===== config.mk =====
export PLATFORM = sky130hd
export DESIGN_NAME = sts_ctrl_flat
export DESIGN_NICKNAME = d
export VERILOG_FILES = /design/src/sts_pkg.sv /design/src/sts_if.sv /design/src/sts_ctrl.sv /design/src/flat_wrapper.sv
export VERILOG_INCLUDE_DIRS = /design/src /design/src/src
export SDC_FILE = /design/constraint.sdc
export NUM_CORES = 1
export LEC_CHECK = 0
export ABC_CLOCK_PERIOD_IN_PS = 1550
export BUFFER_PORTS_ARGS = -buffer_cell sky130_fd_sc_hd__buf_2
export CAP_MARGIN = 15
export CORE_ASPECT_RATIO = 1.5
export CORE_MARGIN = 3
export CORE_UTILIZATION = 26
export CTS_BUF_LIST = sky130_fd_sc_hd__clkbuf_4 sky130_fd_sc_hd__clkbuf_8
export DETAILED_ROUTE_END_ITERATION = 10
export PLACE_DENSITY = 0.78
export SYNTH_ARGS = -nofsm -noshare
export SYNTH_HDL_FRONTEND = slang
export SYNTH_SLANG_ARGS = --single-unit

===== constraint.sdc =====
create_clock -name clock -period 1.55 [get_ports clock]
set_input_delay 0.31 -clock clock [delete_from_list [all_inputs] [get_ports clock]]
set_output_delay 0.31 -clock clock [all_outputs]
set_load 0.01 [all_outputs]

===== src/sum_tree_sampler_core_macros.svh =====
// ----------------------------------------------------------------------------
// sum tree sampler assertion macros
// shared concurrent assertion forms, clocked and reset-qualified
// ----------------------------------------------------------------------------
`ifndef SUM_TREE_SAMPLER_CORE_MACROS_SVH
`define SUM_TREE_SAMPLER_CORE_MACROS_SVH

// condition holds at every edge outside reset
`define STS_ASSERT_ALWAYS(label, clk, rst, cond, msg) \
   label: assert property (@(posedge clk) disable iff (rst) (cond)) else $error(msg);

// consequence holds in the same cycle as the antecedent
`define STS_ASSERT_IMPLIES(label, clk, rst, ante, cons, msg) \
   label: assert property (@(posedge clk) disable iff (rst) (ante) |-> (cons)) \
      else $error(msg);

// consequence holds in the cycle after the antecedent
`define STS_ASSERT_NEXT(label, clk, rst, ante, cons, msg) \
   label: assert property (@(posedge clk) disable iff (rst) (ante) |=> (cons)) \
      else $error(msg);

`endif


===== src/sts_pkg.sv =====
// ----------------------------------------------------------------------------
// sum tree sampler package
// field widths, command codes and controller/datapath handshake structs
// ----------------------------------------------------------------------------
package sts_pkg;

   localparam int CAPACITY_DEFAULT = 1024;
   localparam int LEVELS_DEFAULT   = 10;

   localparam int ITEM_W   = 32;
   localparam int WEIGHT_W = 24;
   localparam int SUM_W    = 34;

   localparam logic CMD_APPEND = 1'b0;
   localparam logic CMD_SAMPLE = 1'b1;

   // controller to datapath
   typedef struct packed {
      logic load_req;
      logic clear_step;
      logic item_write;
      logic leaf_write;
      logic up_step;
      logic total_capture;
      logic desc_step;
      logic rsp_load;
   } sts_cmd_type;

   // datapath to controller
   typedef struct packed {
      logic clear_last;
      logic at_root;
      logic last_inner;
      logic rsp_free;
   } sts_status_type;

endpackage


===== src/sts_if.sv =====
// ----------------------------------------------------------------------------
// sum tree sampler channels
// request and response valid/ready channels with their payloads
// ----------------------------------------------------------------------------
interface sts_req_if;
   logic                        valid;
   logic                        ready;
   logic                        command;
   logic [sts_pkg::ITEM_W-1:0]   item;
   logic [sts_pkg::WEIGHT_W-1:0] weight;
   logic [sts_pkg::SUM_W-1:0]    search_value;

   modport source (output valid, command, item, weight, search_value, input ready);
   modport sink   (input valid, command, item, weight, search_value, output ready);
endinterface



===== src/sts_ctrl.sv =====
// ----------------------------------------------------------------------------
// sum tree sampler controller
// sequences clearing, leaf-to-root updates and root-to-leaf descents
// ----------------------------------------------------------------------------
`include "sum_tree_sampler_core_macros.svh"

module sts_ctrl (
   input  logic                    clock,
   input  logic                    reset,
   sts_req_if.sink                 req_chan,
   input  sts_pkg::sts_status_type status,
   output sts_pkg::sts_cmd_type    cmd
);

   typedef enum logic [9:0] {
      S_CLEAR   = 10'b00_0000_0001,
      S_IDLE    = 10'b00_0000_0010,
      S_A_READ  = 10'b00_0000_0100,
      S_A_LEAF  = 10'b00_0000_1000,
      S_A_UP    = 10'b00_0001_0000,
      S_S_ROOT  = 10'b00_0010_0000,
      S_S_TOTAL = 10'b00_0100_0000,
      S_S_DESC  = 10'b00_1000_0000,
      S_S_ITEM  = 10'b01_0000_0000,
      S_DONE    = 10'b10_0000_0000
   } sts_state_type;

   sts_state_type state_ff, state_in;

   assign req_chan.ready = (state_ff == S_IDLE);

   always_comb begin
      state_in = state_ff;
      cmd      = '0;
      case (state_ff)
         S_CLEAR: begin
            cmd.clear_step = 1'b1;
            if (status.clear_last) state_in = S_IDLE;
         end
         S_IDLE: begin
            if (req_chan.valid) begin
               cmd.load_req = 1'b1;
               state_in = (req_chan.command == sts_pkg::CMD_SAMPLE) ? S_S_ROOT : S_A_READ;
            end
         end
         S_A_READ: begin
            cmd.item_write = 1'b1;
            state_in = S_A_LEAF;
         end
         S_A_LEAF: begin
            cmd.leaf_write = 1'b1;
            state_in = S_A_UP;
         end
         S_A_UP: begin
            cmd.up_step = 1'b1;
            if (status.at_root) state_in = S_DONE;
         end
         S_S_ROOT: begin
            state_in = S_S_TOTAL;
         end
         S_S_TOTAL: begin
            cmd.total_capture = 1'b1;
            state_in = S_S_DESC;
         end
         S_S_DESC: begin
            cmd.desc_step = 1'b1;
            if (status.last_inner) state_in = S_S_ITEM;
         end
         S_S_ITEM: begin
            state_in = S_DONE;
         end
         S_DONE: begin
            if (status.rsp_free) begin
               cmd.rsp_load = 1'b1;
               state_in = S_IDLE;
            end
         end
         default: begin
            state_in = S_IDLE;
         end
      endcase
   end

   always_ff @(posedge clock) begin
      if (reset) begin
         state_ff <= S_CLEAR;
      end else begin
         state_ff <= state_in;
      end
   end

   `STS_ASSERT_NEXT(a_load_starts_op, clock, reset, cmd.load_req,
      state_ff == S_A_READ || state_ff == S_S_ROOT,
      "accepted beat did not start an operation")
   `STS_ASSERT_NEXT(a_desc_ends_at_leaf, clock, reset,
      state_ff == S_S_DESC && status.last_inner, state_ff == S_S_ITEM,
      "descent overran the leaf level")
   `STS_ASSERT_NEXT(a_up_ends_at_root, clock, reset,
      state_ff == S_A_UP && status.at_root, state_ff == S_DONE,
      "update walk passed the root")

endmodule


===== src/flat_wrapper.sv =====
// flat-port wrapper written by rule: the top's interface ports become plain ports
module sts_ctrl_flat 
  (clock, reset, status, cmd, req_chan_valid, req_chan_command, req_chan_item, req_chan_weight, req_chan_search_value, req_chan_ready);
  sts_req_if req_chan_i ();
  input  logic clock;
  input  logic reset;
  input  sts_pkg::sts_status_type status;
  output sts_pkg::sts_cmd_type cmd;
  input wire logic [$bits(req_chan_i.valid)-1:0] req_chan_valid;
  input wire logic [$bits(req_chan_i.command)-1:0] req_chan_command;
  input wire logic [$bits(req_chan_i.item)-1:0] req_chan_item;
  input wire logic [$bits(req_chan_i.weight)-1:0] req_chan_weight;
  input wire logic [$bits(req_chan_i.search_value)-1:0] req_chan_search_value;
  output wire logic [$bits(req_chan_i.ready)-1:0] req_chan_ready;
  assign req_chan_i.valid = req_chan_valid;
  assign req_chan_i.command = req_chan_command;
  assign req_chan_i.item = req_chan_item;
  assign req_chan_i.weight = req_chan_weight;
  assign req_chan_i.search_value = req_chan_search_value;
  assign req_chan_ready = req_chan_i.ready;
  sts_ctrl u_core (.clock(clock), .reset(reset), .req_chan(req_chan_i), .status(status), .cmd(cmd));
endmodule

After elaboration in Yosys (flattened, before gate mapping). Index checks and enable logic that the tools add are counted.

Mux-type cells: 17. Reduce and logical (&&, ||, !) cells: 1. Eq/ne operators: 15.

Operators by type and width (number): 10-bit one-hot mux with 10 select lines (1); 10-bit 2-to-1 mux (5); 10-bit by 1-bit equality test with 1-bit output (second input constant) (1); 10-bit equality test (second input constant) (1); 10-bit by 2-bit equality test with 1-bit output (second input constant) (1); 10-bit by 3-bit equality test with 1-bit output (second input constant) (1); 10-bit by 4-bit equality test with 1-bit output (second input constant) (1); 10-bit by 5-bit equality test with 1-bit output (second input constant) (1); 10-bit by 6-bit equality test with 1-bit output (second input constant) (1); 10-bit by 7-bit equality test with 1-bit output (second input constant) (1); 10-bit by 8-bit equality test with 1-bit output (second input constant) (1); 10-bit by 9-bit equality test with 1-bit output (second input constant) (1); 1-bit 2-to-1 mux (10); 2-bit != test (second input constant) (5); 6-bit 2-to-1 mux (1); 5-bit AND reduction (1).

Bits in registers: 10. Word-level logic and storage cells: 34. Input port bits: 98. Output and inout port bits: 9.

Logic depth before layout (Yosys ltp). Gate-level depths: netlist of run 1.

Depth after elaboration: 3. Depth in mapped cells: 6. Gate-level depth less buffers: 5.

Worst setup path after synthesis of run 1. Ideal clock, no wire load.

Path kind: reg-to-output. Start: register u_core.state_ff[4]. End: output port cmd[7] (netlist bit). Arrival: 1.468 ns. Cell stages (with the launch flop): 7. Setup slack: -0.228 ns. Required time: 1.240 ns. Buffers on the path: 1. Path through: dfxtp_1 > buf_6 > nor4_4 > nand2_1 > or2_2 > inv_1 > and2_1.

RTL lines: start, declared (line sts_ctrl.sv:28) `sts_state_type state_ff, state_in;`; start signal, assigned (line sts_ctrl.sv:88) `state_ff <= state_in;`; end, declared (line flat_wrapper.sv:8) `output sts_pkg::sts_cmd_type cmd;`.

==> results of run 1 <==
-- worst max-delay path, stage by stage, from the launching register on --
cell                      delay [ps]
sky130_fd_sc_hd__dfxtp_4         360
sky130_fd_sc_hd__nor4_4          360
sky130_fd_sc_hd__nand2_2         130
sky130_fd_sc_hd__or2_4           260
sky130_fd_sc_hd__inv_4            60
sky130_fd_sc_hd__and2_4          120
sky130_fd_sc_hd__buf_6            90
-- cell type report --
class	count	area (um^2)
Clock buffer	3	22.52
Fill cell	194	1111
Inverter	5	21.27
Multi-Input combinational cell	63	585.6
Sequential cell	10	220.2
Tap cell	23	28.78
Timing Repair Buffer	46	349.1
-- cell usage after synthesis (2+ instances only) --
cell,number
sky130_fd_sc_hd__a21oi_1,2
sky130_fd_sc_hd__and2_1,3
sky130_fd_sc_hd__and3_1,2
sky130_fd_sc_hd__buf_6,2
sky130_fd_sc_hd__dfxtp_1,10
sky130_fd_sc_hd__inv_1,5
sky130_fd_sc_hd__nand2_1,2
sky130_fd_sc_hd__nand2b_1,3
sky130_fd_sc_hd__nand3_1,5
sky130_fd_sc_hd__nor2_1,8
sky130_fd_sc_hd__nor3_1,9
sky130_fd_sc_hd__nor3b_1,2
sky130_fd_sc_hd__o21a_1,2
sky130_fd_sc_hd__o21ai_0,6
sky130_fd_sc_hd__xor2_1,3
-- layer usage --
metal / track usage [%] / up-vias / part of all wire, %
li1: - / 384 / -
met1: 17.38 / 394 / 38
met2: 28.69 / 20 / 56
met3: 1.053 / 6 / 3.2
met4: 10.38 / 0 / 2.6
met5: 0 / - / 0
-- power groups by stage --
| stage | Combinational [mW] | Sequential [mW] | Clock, mW |
|---|---|---|---|
| global route | 0.309 | 0.275 | 0.193 |
| global placement | 0.169 | 0.281 | 0 |
| finish | 0.289 | 0.275 | 0.178 |
| detailed placement | 0.173 | 0.283 | 0 |
| floorplan | 0.0954 | 0.281 | 0 |
| CTS | 0.251 | 0.276 | 0.183 |
-- cell families after synthesis --
logic type,share of synthesized area [%]
xor gates and xnor gates,3.911
and+or+nand+nor,40.97
AOI/OAI and AO/OA,18.44
DFF,29.79
buffers and inverters,6.889
-- through the flow --
stage               instance area [um^2]  setup TNS (ps)
global placement                   907.1          -327.6
global route                        1227           -5052
finish                              1227           -3650
detailed placement                 907.1          -706.0
CTS                                 1155           -2948
floorplan                          698.2          -61.67
-- path summary, 6_finish.rpt --
check / startpoint / endpoint / depth (start not counted)
hold reg to reg: u_core.state_ff[0] / u_core.state_ff[0] / 3
setup / recovery: u_core.state_ff[9] / cmd[7] / 6
setup reg to reg: u_core.state_ff[9] / u_core.state_ff[5] / 8
hold / removal: req_chan_command / u_core.state_ff[2] / 2
-- repair_timing --
action                     in CTS  in global routing
pin swaps                      17                 15
cloned                          0                  0
setup endpoints to repair      16                 18
buffers inserted               10                  4
resized for setup              38                 15
==> Implementation_results.wiki, run 1 <==
{| class="wikitable"
! Metric !! Value
|-
| Cell Pwr Density || 604.6 nW/um^2
|-
| Most common library cell in the layout ignoring fill and taps || sky130_fd_sc_hd__buf_4
|-
| Layout cells sized above 1 || 72.44%
|-
| Number of cell rows || 21
|-
| # Max-Cap Violations || 0
|-
| Number of pins with negative max-slew slack in the final report || 0
|-
| Switching power total || 0.2317 mW
|-
| Maximum VDD drop || 564.8 uV
|-
| Number of flops mapped to enable cells by yosys || 0
|-
| Period Utilization, post-route || 126.0%
|-
| Number of antenna violations at the first check in global routing || 0
|-
| Clock slew at reported path FFs || 60 ps
|-
| Commonest cells after routing, fill and taps aside || sky130_fd_sc_hd__buf_4 (25), sky130_fd_sc_hd__buf_2 (12), sky130_fd_sc_hd__buf_6 (9)
|-
| Synth Register Bits || 10
|-
| CTS tree || done
|-
| Headroom to the max-slew limit || 75.90%
|-
| Async S/R FF share, synth || 0%
|-
| Largest registers ranked by flip-flop count || u_core.state_ff x10
|-
| Wire length reported by the detailed router || 2340 um
|-
| Remaining routing DRC violations || 0
|-
| Hold Worst Slack || 209.6 ps
|-
| Largest buffer count on any clock path || 2
|-
| Reg2Reg Setup Slack || -200 ps
|-
| Synthesis warning total || 0
|-
| DR WL/cell || 15.60 um
|-
| Die Span X || 47.51 um
|-
| Dominant synthesized flop cell || sky130_fd_sc_hd__dfxtp_1
|-
| Power Internal || 0.5103 mW
|-
| Worst Setup End Kind || output pin
|-
| Logic gate share of total power || 38.9%
|-
| Largest reg by FF count || u_core.state_ff
|-
| Highest clock rate || 0.5120 GHz
|-
| Die area || 3243 um^2
|-
| Synthesized netlist net count || 179
|-
| Remaining Overflow, GRT || 0
|-
| Via Count || 804
|-
| Transition time at the pin with the least slew margin || 356.4 ps
|-
| Arrival time of data at the critical path endpoint || 1640 ps
|-
| Class of the tightest hold or removal check || input pin to flop
|-
| Core footprint || 2338 um^2
|-
| Starting utilization of the core area || 28.73%
|-
| Critical path data required time || 1240 ps
|-
| Fin crit period || 1953 ps
|-
| Critical Path Source Type || flop
|-
| Largest net degree at the start of global routing || 9
|-
| Classification of the worst setup path || flop to output pin
|-
| Outcome || finished with violations
|-
| Cell accounting for the most synthesized area || sky130_fd_sc_hd__dfxtp_1
|-
| Number of endpoints failing setup at the final stage || 18
|-
| Overall Power || 0.7420 mW
|-
| Worst clock skew on the final layout || 0.7997 ps
|-
| Violation count after the first detailed-routing iteration || 14
|-
| Layout overhead on the synthesized area || 82.68%
|-
| Critical path fanouts, max || 3
|-
| Via count of the first global-routing pass || 858
|-
| Wire length of the first global-routing pass || 3739 um
|-
| First-pass iteration count of the detailed router || 4
|-
| NumNets Final || 227
|-
| Net Sw Frac || 31.23%
|-
| Mean cell area of the mapped netlist || 8.295 um^2
|-
| Root buffer cell || sky130_fd_sc_hd__clkbuf_4
|-
| H-tree levels || 1
|-
| Count of non-filler cells in the finished layout || 150
|-
| Largest register FFs || 10
|-
| Clk network pwr share || 24.0%
|-
| Sequential fraction of design power || 37.1%
|-
| Violations in the final reports || setup timing
|-
| Synthesized netlist cell count || 81
|-
| Count of boundary I/O pins || 107
|-
| Share of the synthesized area in the top cell type || 29.80%
|-
| Final Core Density || 52.49%
|-
| Worst-Skew Late Latency || 270 ps
|-
| Worst setup timing slack at the placement stage || -111.0 ps
|-
| Number of buffers created by CTS || 3
|-
| Sequential area share after synthesis || 29.80%
|-
| HPWL after detailed placement || 1481 um
|-
| Chip height || 68.26 um
|-
| Number of port buffers || 16
|-
| Distinct cell type count of the synthesized netlist || 32
|-
| Clock net sink count || 10
|-
| Synth top area cells || sky130_fd_sc_hd__dfxtp_1 (30%), sky130_fd_sc_hd__nor3_1 (6.7%), sky130_fd_sc_hd__o21ai_0 (4.5%), sky130_fd_sc_hd__nor2_1 (4.5%), sky130_fd_sc_hd__xor2_1 (3.9%)
|-
| ANT nets after route || 0
|-
| Setup repair after global routing missed its margin || true
|-
| Total routing resource utilization after global routing || 16.17%
|-
| Diodes inserted || 0
|-
| Least setup slack across all paths after layout || -403.3 ps
|-
| Cts hold-fix bufs || 0
|-
| Count of endpoints failing hold in the final timing report || 0
|-
| Vias per Instance || 5.360
|-
| Pleak || 0.5520 nW
|-
| Global placer's final weighted congestion || 0.7909
|-
| Count of placed standard cells including taps || 134
|-
| Post-synthesis cell area || 671.9 um^2
|}
(Power assumes the default switching activity.)
==> run 2: changes to the inputs <==
--- a/config.mk
+++ b/config.mk
@@ -6,15 +6,15 @@
 export SDC_FILE = /design/constraint.sdc
 export NUM_CORES = 1
 export LEC_CHECK = 0
-export ABC_CLOCK_PERIOD_IN_PS = 1550
+export ABC_CLOCK_PERIOD_IN_PS = 1900
 export BUFFER_PORTS_ARGS = -buffer_cell sky130_fd_sc_hd__buf_2
 export CAP_MARGIN = 15
 export CORE_ASPECT_RATIO = 1.5
 export CORE_MARGIN = 3
-export CORE_UTILIZATION = 26
+export CORE_UTILIZATION = 29
 export CTS_BUF_LIST = sky130_fd_sc_hd__clkbuf_4 sky130_fd_sc_hd__clkbuf_8
 export DETAILED_ROUTE_END_ITERATION = 10
-export PLACE_DENSITY = 0.78
+export PLACE_DENSITY = 0.82
 export SYNTH_ARGS = -nofsm -noshare
 export SYNTH_HDL_FRONTEND = slang
 export SYNTH_SLANG_ARGS = --single-unit
==> constraint.sdc (replaced) <==
create_clock -name clock -period 1.9 [get_ports clock]
set_input_delay 0.38 -clock clock [delete_from_list [all_inputs] [get_ports clock]]
set_output_delay 0.38 -clock clock [all_outputs]
set_load 0.01 [all_outputs]
==> run 2 against run 1 <==
Net effect: the run still ends with setup timing left; worst hold slack better by 110 ps; cell count is 6.0% lower; worst setup slack better by 300 ps; core utilization is 1.4 points lower; register-to-register slack better by 230 ps; total power down 23%; sequential share of layout area is 1.3 points higher; combinational power is 33% lower; global-route usage decreased by 0.27 points; clock skew barely moved; wire length up 4.8%; clock power down 19%.
==> Implementation_results.wiki, run 2 (synthesized netlist as in run 1, its figures left out) <==
{| class="wikitable"
! Metric !! Value
|-
| CP Cell Sequence || nor4_4 > nand2_1 > or2_4 > inv_2 > and2_4 > buf_6
|-
| Number of port buffers || 16
|-
| Number of endpoints failing setup at the final stage || 7
|-
| Critical path data required time || 1520 ps
|-
| Die Span X || 45.30 um
|-
| Number of cell rows || 20
|-
| Clock net sink count || 10
|-
| Clk network pwr share || 25.4%
|-
| Outcome || finished with violations
|-
| Transition time at the pin with the least slew margin || 371.4 ps
|-
| Headroom to the max-slew limit || 75.05%
|-
| Chip height || 64.95 um
|-
| Wire length of the first global-routing pass || 3463 um
|-
| Remaining Overflow, GRT || 0
|-
| Global placer's final weighted congestion || 0.8546
|-
| Diodes inserted || 0
|-
| # Max-Cap Violations || 0
|-
| Critical path fanouts, max || 3
|-
| Layout cells sized above 1 || 57.14%
|-
| Classification of the worst setup path || flop to output pin
|-
| Class of the tightest hold or removal check || input pin to flop
|-
| Worst Setup End Kind || output pin
|-
| Worst clock skew on the final layout || 0.4232 ps
|-
| Die area || 2942 um^2
|-
| Overall Power || 0.5721 mW
|-
| DR WL/cell || 17.40 um
|-
| Setup repair after global routing missed its margin || true
|-
| Area of the multi-input gates || 531.8 um^2
|-
| Sequential fraction of design power || 40.7%
|-
| Root buffer cell || sky130_fd_sc_hd__clkbuf_4
|-
| Violation count after the first detailed-routing iteration || 18
|-
| Number of pins with negative max-slew slack in the final report || 0
|-
| Count of endpoints failing hold in the final timing report || 0
|-
| First-pass iteration count of the detailed router || 4
|-
| Critical Path Source Type || flop
|-
| Via count of the first global-routing pass || 784
|-
| Vias per Instance || 5.652
|-
| Count of non-filler cells in the finished layout || 141
|-
| Number of filler cells placed in the layout || 195
|-
| Reg2Reg Setup Slack || 30 ps
|-
| Area taken by flip-flops and latches || 206.4 um^2
|-
| Largest registers ranked by flip-flop count || u_core.state_ff x10
|-
| Net Sw Frac || 31.52%
|-
| Arrival time of data at the critical path endpoint || 1620 ps
|-
| Crit path largest cell delay || 340 ps
|-
| Largest buffer count on any clock path || 2
|-
| Starting utilization of the core area || 31.96%
|-
| Number of antenna violations at the first check in global routing || 0
|-
| Commonest cells after routing, fill and taps aside || sky130_fd_sc_hd__buf_4 (21), sky130_fd_sc_hd__buf_2 (13), sky130_fd_sc_hd__nor3_1 (7), sky130_fd_sc_hd__o21ai_0 (6)
|-
| Worst reg2reg startpoint || u_core.state_ff[6]
|-
| Switching power total || 0.1803 mW
|-
| Violations in the final reports || setup timing
|-
| Layout overhead on the synthesized area || 59.96%
|-
| Maximum VDD drop || 451.1 uV
|-
| CTS tree || done
|-
| Cell Pwr Density || 532.3 nW/um^2
|-
| NumNets Final || 219
|-
| HPWL after detailed placement || 1498 um
|-
| Largest reg by FF count || u_core.state_ff
|-
| Pleak || 0.4903 nW
|-
| H-tree levels || 1
|-
| Highest clock rate || 0.5003 GHz
|-
| Wire length reported by the detailed router || 2453 um
|-
| Least setup slack across all paths after layout || -98.90 ps
|-
| Total routing resource utilization after global routing || 15.90%
|-
| Via Count || 797
|-
| Reg2Reg Depth || 7
|-
| Remaining routing DRC violations || 0
|-
| Worst flop-to-flop path endpoint || u_core.state_ff[5]
|-
| Count of placed standard cells including taps || 125
|-
| Logic gate share of total power || 33.9%
|-
| Most common library cell in the layout ignoring fill and taps || sky130_fd_sc_hd__buf_4
|-
| Placed inst area || 819.5 um^2
|-
| Final standard cell area without fillers || 1075 um^2
|-
| Crit. Startpoint || u_core.state_ff[6]
|-
| ANT nets after route || 0
|-
| Power Internal || 0.3918 mW
|-
| Worst-Skew Late Latency || 270 ps
|-
| Period Utilization, post-route || 105.2%
|-
| Number of buffers created by CTS || 3
|-
| Clock slew at reported path FFs || 60 ps
|-
| Critical path destination || cmd[7]
|-
| Core footprint || 2102 um^2
|-
| Largest register FFs || 10
|-
| Count of boundary I/O pins || 107
|-
| Fin crit period || 1999 ps
|-
| Slowest stage cell, crit path || sky130_fd_sc_hd__dfxtp_2
|-
| Largest net degree at the start of global routing || 10
|}
## run 2: changes by cell type in the layout (fill, tap and decap cells not counted), moves of 2 or more
cell,delta
sky130_fd_sc_hd__nor3_1,+5
sky130_fd_sc_hd__inv_1,+2
sky130_fd_sc_hd__buf_4,-4
sky130_fd_sc_hd__dfxtp_1,+3
sky130_fd_sc_hd__nor3_2,-4
sky130_fd_sc_hd__buf_6,-5
sky130_fd_sc_hd__dfxtp_4,-4
## run 2: worst min-delay path by stage
stage	from	endpoint	slack (ps)	cells past startpoint
2_1_floorplan	reset	u_core.state_ff[7]	450	1
3_3_place_gp	u_core.state_ff[0]	u_core.state_ff[0]	550	2
3_5_place_dp	req_chan_command	u_core.state_ff[2]	580	2
4_1_cts	req_chan_command	u_core.state_ff[2]	300	2
5_1_grt	req_chan_command	u_core.state_ff[2]	320	2
6_report	status[3]	u_core.state_ff[0]	320	2
## run 2: worst max-delay path: cells and delay by family, from the launching register on
kind                   cells  cell delay [ps]
and+or+nand+nor            4              850
DFF                        1              340
buffers and inverters      2              160
## run 2: repair_timing
action                                  4_1_cts  5_1_grt
endpoints found under the setup margin        9        8
hold buffers                                  0        0
resized for setup                             8       24
pin swaps                                     6       11
buffers inserted                             11        6
## run 2: layer usage
metal,GRT usage [%],wire [um],vias up,share of wire (%)
met4,7.692,111,0,4.5
met2,29.79,1412,31,58
met3,2.222,71,12,2.9
li1,-,-,371,-
met1,15.97,857,383,35
met5,0,0,-,0
## run 2: stage by stage
stage / hold WS (ps) / util (%) / TNS [ps] / setup slack (ps)
finish: 319.5 / 51.13 / -286.6 / -98.90
global route: 317.3 / 51.13 / -885.3 / -150.4
detailed placement: 584.5 / 38.99 / 0 / 19.08
global placement: 552.3 / 38.99 / 0 / 88.19
floorplan: 449.1 / - / 0 / 52.15
CTS: 304.7 / 44.76 / -147.5 / -65.13
## run 2: layout make-up
type | instances | area share, %
multi-input combinational | 63 | 49.48
timing repair buffer | 38 | 24.91
sequential | 10 | 19.21
tap | 22 | 2.561
clock buffer | 3 | 2.095
inverter | 5 | 1.746
## run 2: power groups by stage
stage | Sequential [mW] | Clock (mW) | Combinational, mW
6_report | 0.233 | 0.145 | 0.194
5_1_grt | 0.233 | 0.162 | 0.207
4_1_cts | 0.228 | 0.145 | 0.147
3_5_place_dp | 0.232 | 0 | 0.116
3_3_place_gp | 0.231 | 0 | 0.109
2_1_floorplan | 0.229 | 0 | 0.0713
